**src/gpsp_pkg.sv**
```systemverilog
// ----------------------------------------------------------------------------
// gpsp_pkg
// Shared types, constants and the command frame table of the gamepad serial
// poll engine.
// ----------------------------------------------------------------------------
package gpsp_pkg;

   // Frame geometry
   localparam int FRAME_BYTES = 9;
   localparam int TABLE_BYTES = 9;
   localparam int BYTE_IDX_W  = 4;
   localparam int BIT_IDX_W   = 3;

   // Configuration register indexes
   localparam int CSR_INDEX_W = 2;
   localparam int CSR_DATA_W  = 16;
   localparam logic [CSR_INDEX_W-1:0] CSR_HALF_PERIOD = 2'd0;
   localparam logic [CSR_INDEX_W-1:0] CSR_GAP         = 2'd1;
   localparam logic [CSR_INDEX_W-1:0] CSR_ANALOG_MODE = 2'd2;

   // Reset values of the configuration registers
   localparam logic [7:0]  HALF_PERIOD_RESET = 8'd1;
   localparam logic [15:0] GAP_RESET         = 16'd16;
   localparam logic [7:0]  ANALOG_MODE_RESET = 8'd115;

   // Poll reply header and stick idle value
   localparam logic [7:0]  HDR_IDLE_BYTE = 8'hFF;
   localparam logic [7:0]  HDR_ID_BYTE   = 8'h5A;
   localparam logic [31:0] STICK_CENTRE  = 32'h8080_8080;

   // Requested frame kinds
   typedef enum logic [2:0] {
      FUNC_NONE         = 3'd0,
      FUNC_POLL         = 3'd1,
      FUNC_CONFIG_ENTER = 3'd2,
      FUNC_ANALOG_SET   = 3'd3,
      FUNC_CONFIG_EXIT  = 3'd4
   } func_type;

   // Line sequencer phases
   typedef enum logic [2:0] {
      PH_IDLE     = 3'd0,
      PH_SEL_GAP  = 3'd1,
      PH_CLK_LOW  = 3'd2,
      PH_CLK_HIGH = 3'd3,
      PH_BYTE_GAP = 3'd4,
      PH_END_GAP  = 3'd5
   } phase_type;

   // Command bytes of the four frames, in transmit order
   localparam logic [7:0] FRAME_TABLE [4][TABLE_BYTES] = '{
      '{8'h01, 8'h42, 8'h00, 8'h00, 8'h00, 8'h00, 8'h00, 8'h00, 8'h00},
      '{8'h01, 8'h43, 8'h00, 8'h01, 8'h00, 8'h00, 8'h00, 8'h00, 8'h00},
      '{8'h01, 8'h44, 8'h00, 8'h01, 8'h03, 8'h00, 8'h00, 8'h00, 8'h00},
      '{8'h01, 8'h43, 8'h00, 8'h00, 8'h5A, 8'h5A, 8'h5A, 8'h5A, 8'h5A}
   };

   // Command byte for a frame kind and byte position; zero past the table.
   function automatic logic [7:0] frame_byte(input func_type kind,
                                             input logic [BYTE_IDX_W-1:0] idx);
      logic [2:0] row;
      logic [7:0] result;
      row    = 3'(kind) - 3'd1;
      result = 8'h00;
      if (kind == FUNC_POLL || kind == FUNC_CONFIG_ENTER ||
          kind == FUNC_ANALOG_SET || kind == FUNC_CONFIG_EXIT) begin
         if (idx < BYTE_IDX_W'(TABLE_BYTES)) begin
            result = FRAME_TABLE[row[1:0]][idx];
         end
      end
      return result;
   endfunction

endpackage

```
**src/gamepad_serial_poll_engine.sv**
```systemverilog
// ----------------------------------------------------------------------------
// gamepad_serial_poll_engine
// Tick-driven serial master that clocks fixed command frames to a gamepad and
// decodes its poll replies.
// ----------------------------------------------------------------------------
// Every request transaction is one tick of the line time base, carrying the
// sampled data pin and, while the engine is idle, an optional frame request.
// Each accepted tick yields exactly one response transaction with the line
// levels, status and decoded pad state after that tick. The tick is processed
// combinationally between the sequencer state registers and the response
// register, so one tick is taken every clock while the response side keeps
// up; a stalled response holds back the next tick only while the response
// register is full and not being taken. There is no clearing pass after
// reset. Frame timing is counted in ticks: a frame lasts the request tick,
// 2 gaps and, per byte, 2 * 8 * half_period_ticks ticks plus one further gap,
// where a register value of zero counts as one tick.
// ----------------------------------------------------------------------------
module gamepad_serial_poll_engine (
   input  logic                          clock,
   input  logic                          reset,
   // Configuration writes
   input  logic                          csr_wr_en,
   input  logic [gpsp_pkg::CSR_INDEX_W-1:0] csr_index,
   input  logic [gpsp_pkg::CSR_DATA_W-1:0]  csr_wdata,
   // Tick requests
   input  logic                          req_valid,
   output logic                          req_ready,
   input  logic [2:0]                    req_func,
   input  logic                          req_dat,
   // Tick responses
   output logic                          rsp_valid,
   input  logic                          rsp_ready,
   output logic                          rsp_cs_level,
   output logic                          rsp_clk_level,
   output logic                          rsp_cmd_level,
   output logic                          rsp_busy_res,
   output logic                          rsp_frame_done,
   output logic                          rsp_connected,
   output logic [7:0]                    rsp_mode,
   output logic [15:0]                   rsp_buttons,
   output logic [15:0]                   rsp_new_press,
   output logic [31:0]                   rsp_sticks
);
   import gpsp_pkg::*;

   // True once a counted period of len ticks has run out (zero acts as one).
   function automatic logic period_over(input logic [15:0] tick,
                                        input logic [15:0] len);
      return ({1'b0, tick} + 17'd1) >= {1'b0, len};
   endfunction

   // Configuration registers
   logic [7:0]  half_period_ff;
   logic [15:0] gap_ff;
   logic [7:0]  analog_mode_ff;

   // Sequencer state
   phase_type               phase_ff,    phase_in;
   logic [15:0]             tick_ff,     tick_in;
   logic [BIT_IDX_W-1:0]    bit_idx_ff,  bit_idx_in;
   logic [BYTE_IDX_W-1:0]   byte_idx_ff, byte_idx_in;
   func_type                kind_ff,     kind_in;
   logic [7:0]              shift_ff,    shift_in;
   logic                    cmd_ff,      cmd_in;

   // Decoded pad state
   logic                    link_ff,     link_in;
   logic [7:0]              mode_ff,     mode_in;
   logic [15:0]             buttons_ff,  buttons_in;
   logic [15:0]             edge_ff,     edge_in;
   logic [31:0]             sticks_ff,   sticks_in;

   // Received bytes of the current frame, only the parsed positions are kept
   logic [7:0]              rx_ff [TABLE_BYTES];
   logic                    rx_we;
   logic [7:0]              rx_wdata;

   // Response register
   logic                    rsp_valid_ff;
   logic                    done_in;

   logic                    accept;
   logic [7:0]              shift_sampled;
   logic [15:0]             half_len;
   logic [15:0]             buttons_now;
   logic                    header_ok;
   logic [7:0]              cur_byte;
   logic [7:0]              next_byte;

   assign req_ready = !rsp_valid_ff || rsp_ready;
   assign accept    = req_valid && req_ready;
   assign half_len  = {8'd0, half_period_ff};

   // Configuration port
   always_ff @(posedge clock) begin
      if (reset) begin
         half_period_ff <= HALF_PERIOD_RESET;
         gap_ff         <= GAP_RESET;
         analog_mode_ff <= ANALOG_MODE_RESET;
      end else if (csr_wr_en) begin
         case (csr_index)
            CSR_HALF_PERIOD: half_period_ff <= csr_wdata[7:0];
            CSR_GAP:         gap_ff         <= csr_wdata;
            CSR_ANALOG_MODE: analog_mode_ff <= csr_wdata[7:0];
            default: ;
         endcase
      end
   end

   // Poll reply decode from the stored bytes.
   assign header_ok   = (rx_ff[0] == HDR_IDLE_BYTE) && (rx_ff[1] != HDR_IDLE_BYTE) &&
                        (rx_ff[2] == HDR_ID_BYTE);
   assign buttons_now = ~{rx_ff[4], rx_ff[3]};

   // The data pin folded into the byte being received
   assign shift_sampled = req_dat ? (shift_ff | (8'd1 << bit_idx_ff)) : shift_ff;

   // Command bytes of the current and the following byte position
   assign cur_byte  = frame_byte(kind_ff, byte_idx_ff);
   assign next_byte = frame_byte(kind_ff, byte_idx_ff + 4'd1);

   // Next state of the sequencer for one tick.
   always_comb begin
      phase_in    = phase_ff;
      tick_in     = tick_ff;
      bit_idx_in  = bit_idx_ff;
      byte_idx_in = byte_idx_ff;
      kind_in     = kind_ff;
      shift_in    = shift_ff;
      cmd_in      = cmd_ff;
      link_in     = link_ff;
      mode_in     = mode_ff;
      buttons_in  = buttons_ff;
      edge_in     = edge_ff;
      sticks_in   = sticks_ff;
      rx_we       = 1'b0;
      rx_wdata    = shift_sampled;
      done_in     = 1'b0;
      if (accept) begin
         case (phase_ff)
            PH_IDLE: begin
               if (req_func inside {[FUNC_POLL:FUNC_CONFIG_EXIT]}) begin
                  kind_in     = func_type'(req_func);
                  byte_idx_in = '0;
                  bit_idx_in  = '0;
                  shift_in    = '0;
                  tick_in     = '0;
                  phase_in    = PH_SEL_GAP;
               end
            end
            PH_SEL_GAP: begin
               if (period_over(tick_ff, gap_ff)) begin
                  // The byte index is already zero while select settles.
                  byte_idx_in = '0;
                  bit_idx_in  = '0;
                  shift_in    = '0;
                  cmd_in      = cur_byte[0];
                  phase_in    = PH_CLK_LOW;
                  tick_in     = '0;
               end else begin
                  tick_in = tick_ff + 16'd1;
               end
            end
            PH_CLK_LOW: begin
               if (period_over(tick_ff, half_len)) begin
                  phase_in = PH_CLK_HIGH;
                  tick_in  = '0;
               end else begin
                  tick_in = tick_ff + 16'd1;
               end
            end
            PH_CLK_HIGH: begin
               if (period_over(tick_ff, half_len)) begin
                  shift_in = shift_sampled;
                  tick_in  = '0;
                  if (bit_idx_ff != '1) begin
                     bit_idx_in = bit_idx_ff + 1'b1;
                     cmd_in     = cur_byte[bit_idx_ff + 3'd1];
                     phase_in   = PH_CLK_LOW;
                  end else begin
                     rx_we    = 1'b1;
                     phase_in = PH_BYTE_GAP;
                  end
               end else begin
                  tick_in = tick_ff + 16'd1;
               end
            end
            PH_BYTE_GAP: begin
               if (period_over(tick_ff, gap_ff)) begin
                  tick_in = '0;
                  if (({1'b0, byte_idx_ff} + 5'd1) < 5'(FRAME_BYTES)) begin
                     byte_idx_in = byte_idx_ff + 1'b1;
                     bit_idx_in  = '0;
                     shift_in    = '0;
                     cmd_in      = next_byte[0];
                     phase_in    = PH_CLK_LOW;
                  end else begin
                     phase_in = PH_END_GAP;
                  end
               end else begin
                  tick_in = tick_ff + 16'd1;
               end
            end
            PH_END_GAP: begin
               if (period_over(tick_ff, gap_ff)) begin
                  phase_in = PH_IDLE;
                  tick_in  = '0;
                  done_in  = 1'b1;
                  if (kind_ff == FUNC_POLL) begin
                     link_in = header_ok;
                     if (header_ok) begin
                        mode_in    = rx_ff[1];
                        buttons_in = buttons_now;
                        edge_in    = buttons_now & ~buttons_ff;
                        sticks_in  = (rx_ff[1] == analog_mode_ff) ?
                                     {rx_ff[8], rx_ff[7], rx_ff[6], rx_ff[5]} :
                                     STICK_CENTRE;
                     end
                  end
               end else begin
                  tick_in = tick_ff + 16'd1;
               end
            end
            default: begin
               phase_in = PH_IDLE;
               tick_in  = '0;
            end
         endcase
      end
   end

   // Sequencer and pad state registers
   always_ff @(posedge clock) begin
      if (reset) begin
         phase_ff    <= PH_IDLE;
         tick_ff     <= '0;
         bit_idx_ff  <= '0;
         byte_idx_ff <= '0;
         kind_ff     <= FUNC_NONE;
         shift_ff    <= '0;
         cmd_ff      <= 1'b1;
         link_ff     <= 1'b0;
         mode_ff     <= '0;
         buttons_ff  <= '0;
         edge_ff     <= '0;
         sticks_ff   <= STICK_CENTRE;
      end else begin
         phase_ff    <= phase_in;
         tick_ff     <= tick_in;
         bit_idx_ff  <= bit_idx_in;
         byte_idx_ff <= byte_idx_in;
         kind_ff     <= kind_in;
         shift_ff    <= shift_in;
         cmd_ff      <= cmd_in;
         link_ff     <= link_in;
         mode_ff     <= mode_in;
         buttons_ff  <= buttons_in;
         edge_ff     <= edge_in;
         sticks_ff   <= sticks_in;
      end
   end

   // Received byte store; positions past the parsed header and data are dropped.
   always_ff @(posedge clock) begin
      if (rx_we && (byte_idx_ff < BYTE_IDX_W'(TABLE_BYTES))) begin
         rx_ff[byte_idx_ff] <= rx_wdata;
      end
   end

   // Response valid flag
   always_ff @(posedge clock) begin
      if (reset) begin
         rsp_valid_ff <= 1'b0;
      end else if (req_ready) begin
         rsp_valid_ff <= req_valid;
      end
   end

   // Response payload, loaded with the state left by each accepted tick
   always_ff @(posedge clock) begin
      if (accept) begin
         rsp_cs_level     <= (phase_in == PH_IDLE) || (phase_in == PH_END_GAP);
         rsp_clk_level    <= (phase_in != PH_CLK_LOW);
         rsp_cmd_level    <= cmd_in;
         rsp_busy_res     <= (phase_in != PH_IDLE);
         rsp_frame_done   <= done_in;
         rsp_connected    <= link_in;
         rsp_mode         <= mode_in;
         rsp_buttons      <= buttons_in;
         rsp_new_press    <= edge_in;
         rsp_sticks       <= sticks_in;
      end
   end

   assign rsp_valid = rsp_valid_ff;

endmodule
```
**config.mk**
```make
export PLATFORM = sky130hd
export DESIGN_NAME = gamepad_serial_poll_engine
export DESIGN_NICKNAME = d
export VERILOG_FILES = /design/src/gpsp_pkg.sv /design/src/gamepad_serial_poll_engine.sv
export SDC_FILE = /design/constraint.sdc
export NUM_CORES = 1
export LEC_CHECK = 0
export BUFFER_PORTS_ARGS = -buffer_cell sky130_fd_sc_hd__buf_2
export CAP_MARGIN = 15
export CORE_MARGIN = 4
export CORE_UTILIZATION = 28
export DETAILED_ROUTE_END_ITERATION = 8
export GPL_TIMING_DRIVEN = 0
export PLACE_DENSITY_LB_ADDON = 0.25
export SLEW_MARGIN = 10
export SYNTH_ARGS = -nofsm -noshare
export SYNTH_HDL_FRONTEND = slang
export SYNTH_SLANG_ARGS = --single-unit
```
**constraint.sdc**
```tcl
create_clock -name clock -period 4.3 [get_ports clock]
set_clock_uncertainty 0.05 [all_clocks]
set_input_delay 0.43 -clock clock [delete_from_list [all_inputs] [get_ports clock]]
set_output_delay 0.43 -clock clock [all_outputs]
set_load 0.005 [all_outputs]
```
Word level (Yosys, flattened, before mapping)
Memory sizes are Yosys's and may differ from the RTL's.
Index checks and enable logic that the tools add are counted.
Storage, ports and cells
  memories kept: 1
  flip-flop bits (word level): 222
  output and inout bits: 80
  RAM bits: 72
  bits of input ports: 27
  word-level logic and storage cells: 190
Cells by class
  add/sub/neg operators: 6
  shifts and indexed selects: 1
  reduce and logical (&&, ||, !) cells: 27
  order comparisons: 11
  eq/ne operators: 24
  mux-type cells: 87
  bitwise gates (word level): 7
Memory list
  rx_ff: depth 9, width 8, rd ports 9, clocked after Yosys merged registers in 0, wr ports 1, RTL line gamepad_serial_poll_engine.sv:74  | logic [7:0] rx_ff [TABLE_BYTES];
Operator list (number)
  $mux 16: 13
  $mux 32: 6
  $bmux 72 s2: 1
  $mux 72: 2
  $mux 8: 15
  $bmux 8 s4: 2
  $pmux 16 s3: 1
  $mux 3: 15
  $not 16->16: 2
  $pmux 8 s4: 1
  $mux 1: 22
  $pmux 3 s6: 1
  $add 16x1->17 const B: 1
  $ge 17x16->1: 1
  $ge 17x8->1: 1
  $add 16x1->16 const B: 1
  $and 16x16->16: 1
  $mux 4: 4
  $eq 3x2->1 const B: 4
  $eq 3x3->1 const B: 4
  $ne 2x2->1 const B: 6
  $pmux 3 s4: 1
  $pmux 4 s3: 1
  $ge 5x5->1 const B: 2
  other kinds (39): 55

Longest topological paths before layout
  depth after elaboration: 16
  mapped depth: 19
  gate-level depth less buffers: 15

Worst setup path before layout
No wires, ideal clock.
  path kind: register to register
  from: reg tick_ff[0]
  to: mem rx_ff[7][0] (enable)
  stages on the path, launching flop included: 12
  slack: 0.384 ns
  arrival: 3.468 ns
  required time: 3.852 ns
  library setup time: 0.398 ns
  path buffers: 0
  clock period less this slack: 3.916 ns
  cell sequence: dfxtp_1 > ha_1 > nand3_2 > nor2_1 > xor2_1 > ha_1 > o21a_1 > o221ai_1 > o2111a_1 > and3_1 > nor3_1 > nor4b_1
Between the ends
  cells in the longest elaborated chain, start to end: 8
RTL lines
  start: declaration: RTL line gamepad_serial_poll_engine.sv:59  | logic [15:0] tick_ff, tick_in;
  start signal: assignment: RTL line gamepad_serial_poll_engine.sv:249  | tick_ff <= tick_in;
  $add 16x1->17: RTL line gamepad_serial_poll_engine.sv:49  | return ({1'b0, tick} + 17'd1) >= {1'b0, len};
  $ge 17x8->1: RTL line gamepad_serial_poll_engine.sv:49
  $mux 1: RTL line gamepad_serial_poll_engine.sv:173  | if (period_over(tick_ff, half_len)) begin
  $mux 1: RTL line gamepad_serial_poll_engine.sv:140  | case (phase_ff)
  $mux 1: RTL line gamepad_serial_poll_engine.sv:139  | if (accept) begin
  $logic_and 1x1->1: RTL line gamepad_serial_poll_engine.sv:265  | if (rx_we && (byte_idx_ff < BYTE_IDX_W'(TABLE_BYTES))) begin
  $mux 1: RTL line gamepad_serial_poll_engine.sv:265
  $mux 1 (not written as such): RTL line gamepad_serial_poll_engine.sv:266  | rx_ff[byte_idx_ff] <= rx_wdata;
  end: declaration: RTL line gamepad_serial_poll_engine.sv:74
No other way between the ends.

Final worst setup path
  from: reg tick_ff[0]
  to: reg rsp_cs_level, data pin
Between the ends
  cells in the longest elaborated chain, start to end: 7
  elaborated cells on any way between the ends: 13
  classes of those cells: add/sub: 1; order compare: 2; eq/ne: 1; mux: 7; reduce/logical: 2
RTL lines
  $add 16x1->17 *: RTL line gamepad_serial_poll_engine.sv:49
  $ge 17x16->1 / $ge 17x8->1 (equally long branches): RTL line gamepad_serial_poll_engine.sv:49
  $mux 3, on equally long branches
  $pmux 3 s6 *: RTL line gamepad_serial_poll_engine.sv:140
  $mux 3 *: RTL line gamepad_serial_poll_engine.sv:139
  $eq 3x3->1 / $logic_not 3->1 (equally long branches): RTL line gamepad_serial_poll_engine.sv:282  | rsp_cs_level <= (phase_in == PH_IDLE) || (phase_in == PH_END_GAP);
  $logic_or 1x1->1 *: RTL line gamepad_serial_poll_engine.sv:282
  end signal: assignment: RTL line gamepad_serial_poll_engine.sv:282
  end: declaration: RTL line gamepad_serial_poll_engine.sv:33  | output logic rsp_cs_level,
Mark *: on every way between the ends. The rest lies on a longest branch, timed or not.
A chain may end at the register's enable or synchronous reset.

==> flow_summary.json <==
{
  "wl_per_cell_um": 16.3,
  "htree_levels": 2,
  "ys_types": 75,
  "dp_cells": 1869,
  "max_stage_delay_ns": 0.45,
  "antenna_found_initial": 1,
  "num_antenna_cells": 0,
  "cp.arrival_ns": 4.17,
  "crit_family": "compound AO/OA/AOI/OAI gates",
  "fmax_ghz": 0.253,
  "tritoncts.num_buffers": 34,
  "ys_seq_area_share_pct": 59.6,
  "end_kind": "flop",
  "synthToLayoutAreaGrowth_pct": 19.7,
  "numPortBuffers": 106,
  "path_class": "reg -> reg",
  "num_rows": 76,
  "vias": 8995,
  "post-route-period-util_pct": 92.0,
  "drt-total-wl_um": 31500,
  "cts_sinks": 294,
  "grt-ovfl-total": 0,
  "slowest_stage": "a2111o_1",
  "post-route-min-period_ns": 3.95,
  "cts_tree": "done",
  "yosys-top-cells-area": "edfxtp_1 36%, dfxtp_1 23%, nand2_1 6.6%",
  "root_buffer": "clkbuf_16",
  "crit_buf_inv": 0,
  "drt_iter0_drc": 499,
  "nets": 1386,
  "final_cells": 1928,
  "cap_violations": 0,
  "grt_pass1_wl_um": 49400,
  "r2r_cells": 14,
  "grt_max_degree": 65,
  "power_density_nw_per_um2": 407,
  "finalHoldViolCount": 0,
  "coreArea_um2": 43400,
  "yosysTopAreaCell": "edfxtp_1",
  "ioPinCount": 107,
  "setup_viol": 0,
  "die_height_um": 218,
  "place.gp.congestion": 0.859,
  "ctsHoldBuffers": 0,
  "required_ns": 4.52,
  "drtPass1Iterations": 7,
  "grt_use_total_pct": 13.2,
  "cp_cell_sequence": "ha_2, nand3_4, nor2_2, xor2_2, ha_1, a211oi_1, nand2_1, o221ai_1, o2111a_1, and3_1, xnor2_1, a2111o_1, and4_1, o21ba_1",
  "worstMarginPinSlew_ns": 0.901,
  "rsz0062_at_grt": "true",
  "vias_per_cell": 4.67,
  "hp-class": "in -> reg",
  "status": "finished, final reports clean",
  "ys_warn_count": 0,
  "synth_cells": 1176,
  "die_width_um": 218,
  "clk_pin_slew_ns": 0.06,
  "dp_hpwl_um": 22400,
  "crit_fanout": 8,
  "postRouteAntennaNets": 0,
  "syn_area_per_cell_um2": 10.5,
  "dieArea_um2": 47700,
  "grt_pass1_vias": 8724,
  "whs_path_depth": 3,
  "synth_seq_cells": 294,
  "drive_gt1_share_pct": 17.0,
  "worst-path-stages": 14,
  "synth_edf_count": 150,
  "syn_nets": 1242,
  "final_cell_area_um2": 14800,
  "startpoint_type": "flop",
  "drc": 0,
  "insertion_delay_ns": 0.53,
  "initial_core_util_pct": 28.6,
  "p_leak_uw": 0.00576,
  "synth_flop_cell": "edfxtp_1",
  "async_flop_share_pct": 0,
  "slew_headroom_pct": 39.9,
  "placed_cell_area_um2": 13700,
  "clock_path_buffers": 3,
  "synthesis.area_um2": 12400,
  "synth_top_area_share_pct": 36.4,
  "ir_drop_mv": 0.258,
  "slew_viol_final": 0
}
## flip-flops by register name, summed over array words and instances (netlist names), 16 cells and up
signal         flops
buttons_ff        16
edge_ff           16
gap_ff            16
rsp_buttons       16
rsp_new_press     16
rsp_sticks        32
rx_ff             72
sticks_ff         32
tick_ff           16
## logic make-up after synthesis
group,Yosys count,share of synthesized area [%]
mux,21,1.90
xor+xnor,29,2.05
compound gates,213,10.6
flops,294,59.6
simple gates,478,18.5
buf+inv,101,3.33
fa+ha+maj,40,4.03
## Yosys cell counts, types with 16 or more instances
library cell  number
nand2_1          217
nor2_1            62
xnor2_1           20
ha_1              39
or2_2             17
nand4_1           19
nor3_1            16
o21ai_0           30
edfxtp_1         150
nand3_1           56
inv_1             45
or3_1             20
clkbuf_1          43
a21oi_1          117
dfxtp_1          144
## power breakdown
part | internal (uW) | switching (uW)
combinational | 110 | 209
sequential | 2990 | 21.7
clock | 1580 | 1130
total | 4680 | 1360
## through the flow
stage	util (%)	TNS (ns)	hold WS, ns	worst slack [ns]	power (uW)
global route	34.2	-0.0146	0.0693	-0.0133	6290
global placement	31.5	-89.45	0.396	-1.59	3390
detailed placement	31.6	-65.43	0.401	-0.614	3390
CTS	34.1	0	0.0466	0.0211	6140
finish	34.2	0	0.0865	0.346	6040
floorplan	-	0	0.386	0.384	3250
## tightest hold or removal path, delay by kind of cell
kind | cells | cell delay, ns
AOI/OAI and AO/OA | 1 | 0.05
and+or+nand+nor | 1 | 0.05
buffers and inverters | 1 | 0.09
## cell type report
cell class / count / area, um2
plain buffers: 53 / 246
clock buffers: 42 / 922
clock inverters: 17 / 116
fillers: 4478 / 28500
inverters: 45 / 171
multi-input cells: 781 / 4660
flip-flops and latches: 294 / 7390
well taps: 585 / 732
repair buffers: 111 / 588
## what timing repair did
action,CTS,global route
setup endpoints to repair,190,250
pin swaps,1,4
resized for setup,13,15
setup buffers,1,2
## metal layers
layer  global-route usage [%]  wire [um]  vias up
met3                     2.93       1700       48
met4                     4.02        670        2
met2                     21.6      14500      203
met1                     17.4      14600     4254
li1                         -          -     4488
met5                        0         20        -
## placed cells by master (no fill, tap or decap), types with 6 or more instances in the layout
cell / netlist / routed
clkinv_1: 0 / 9
clkbuf_1: 43 / 36
ha_1: 39 / 38
buf_4: 1 / 6
nand2_1: 217 / 217
o21ai_0: 30 / 30
xnor2_1: 20 / 19
edfxtp_1: 150 / 150
clkbuf_16: 0 / 35
nand2b_1: 6 / 6
nor3_1: 16 / 14
o211ai_1: 7 / 7
nand4_1: 19 / 19
nand3b_1: 6 / 6
mux2_2: 8 / 8
buf_2: 6 / 113
nand3_1: 56 / 56
dfxtp_1: 144 / 143
xor2_1: 9 / 7
or2_2: 17 / 17
and2_1: 13 / 13
nor2_1: 62 / 59
mux2i_1: 10 / 10
a21oi_1: 117 / 117
clkbuf_2: 0 / 7
inv_1: 45 / 44
and3_1: 15 / 15
a21o_1: 7 / 7
or3_1: 20 / 20
## final timing paths
path	startpoint	to	slack (ns)
worst max-delay path	tick_ff[0]$_SDFFE_PP0P_	rsp_cs_level$_DFFE_PP_	0.35
worst min-delay path	csr_wdata[10]	gap_ff[10]$_SDFFE_PP0P_	0.09
worst max register to register	tick_ff[0]$_SDFFE_PP0P_	rsp_cs_level$_DFFE_PP_	0.35
worst min register to register	gap_ff[14]$_SDFFE_PP0P_	gap_ff[14]$_SDFFE_PP0P_	0.41
Note: power is estimated with default switching activity, not from simulation.
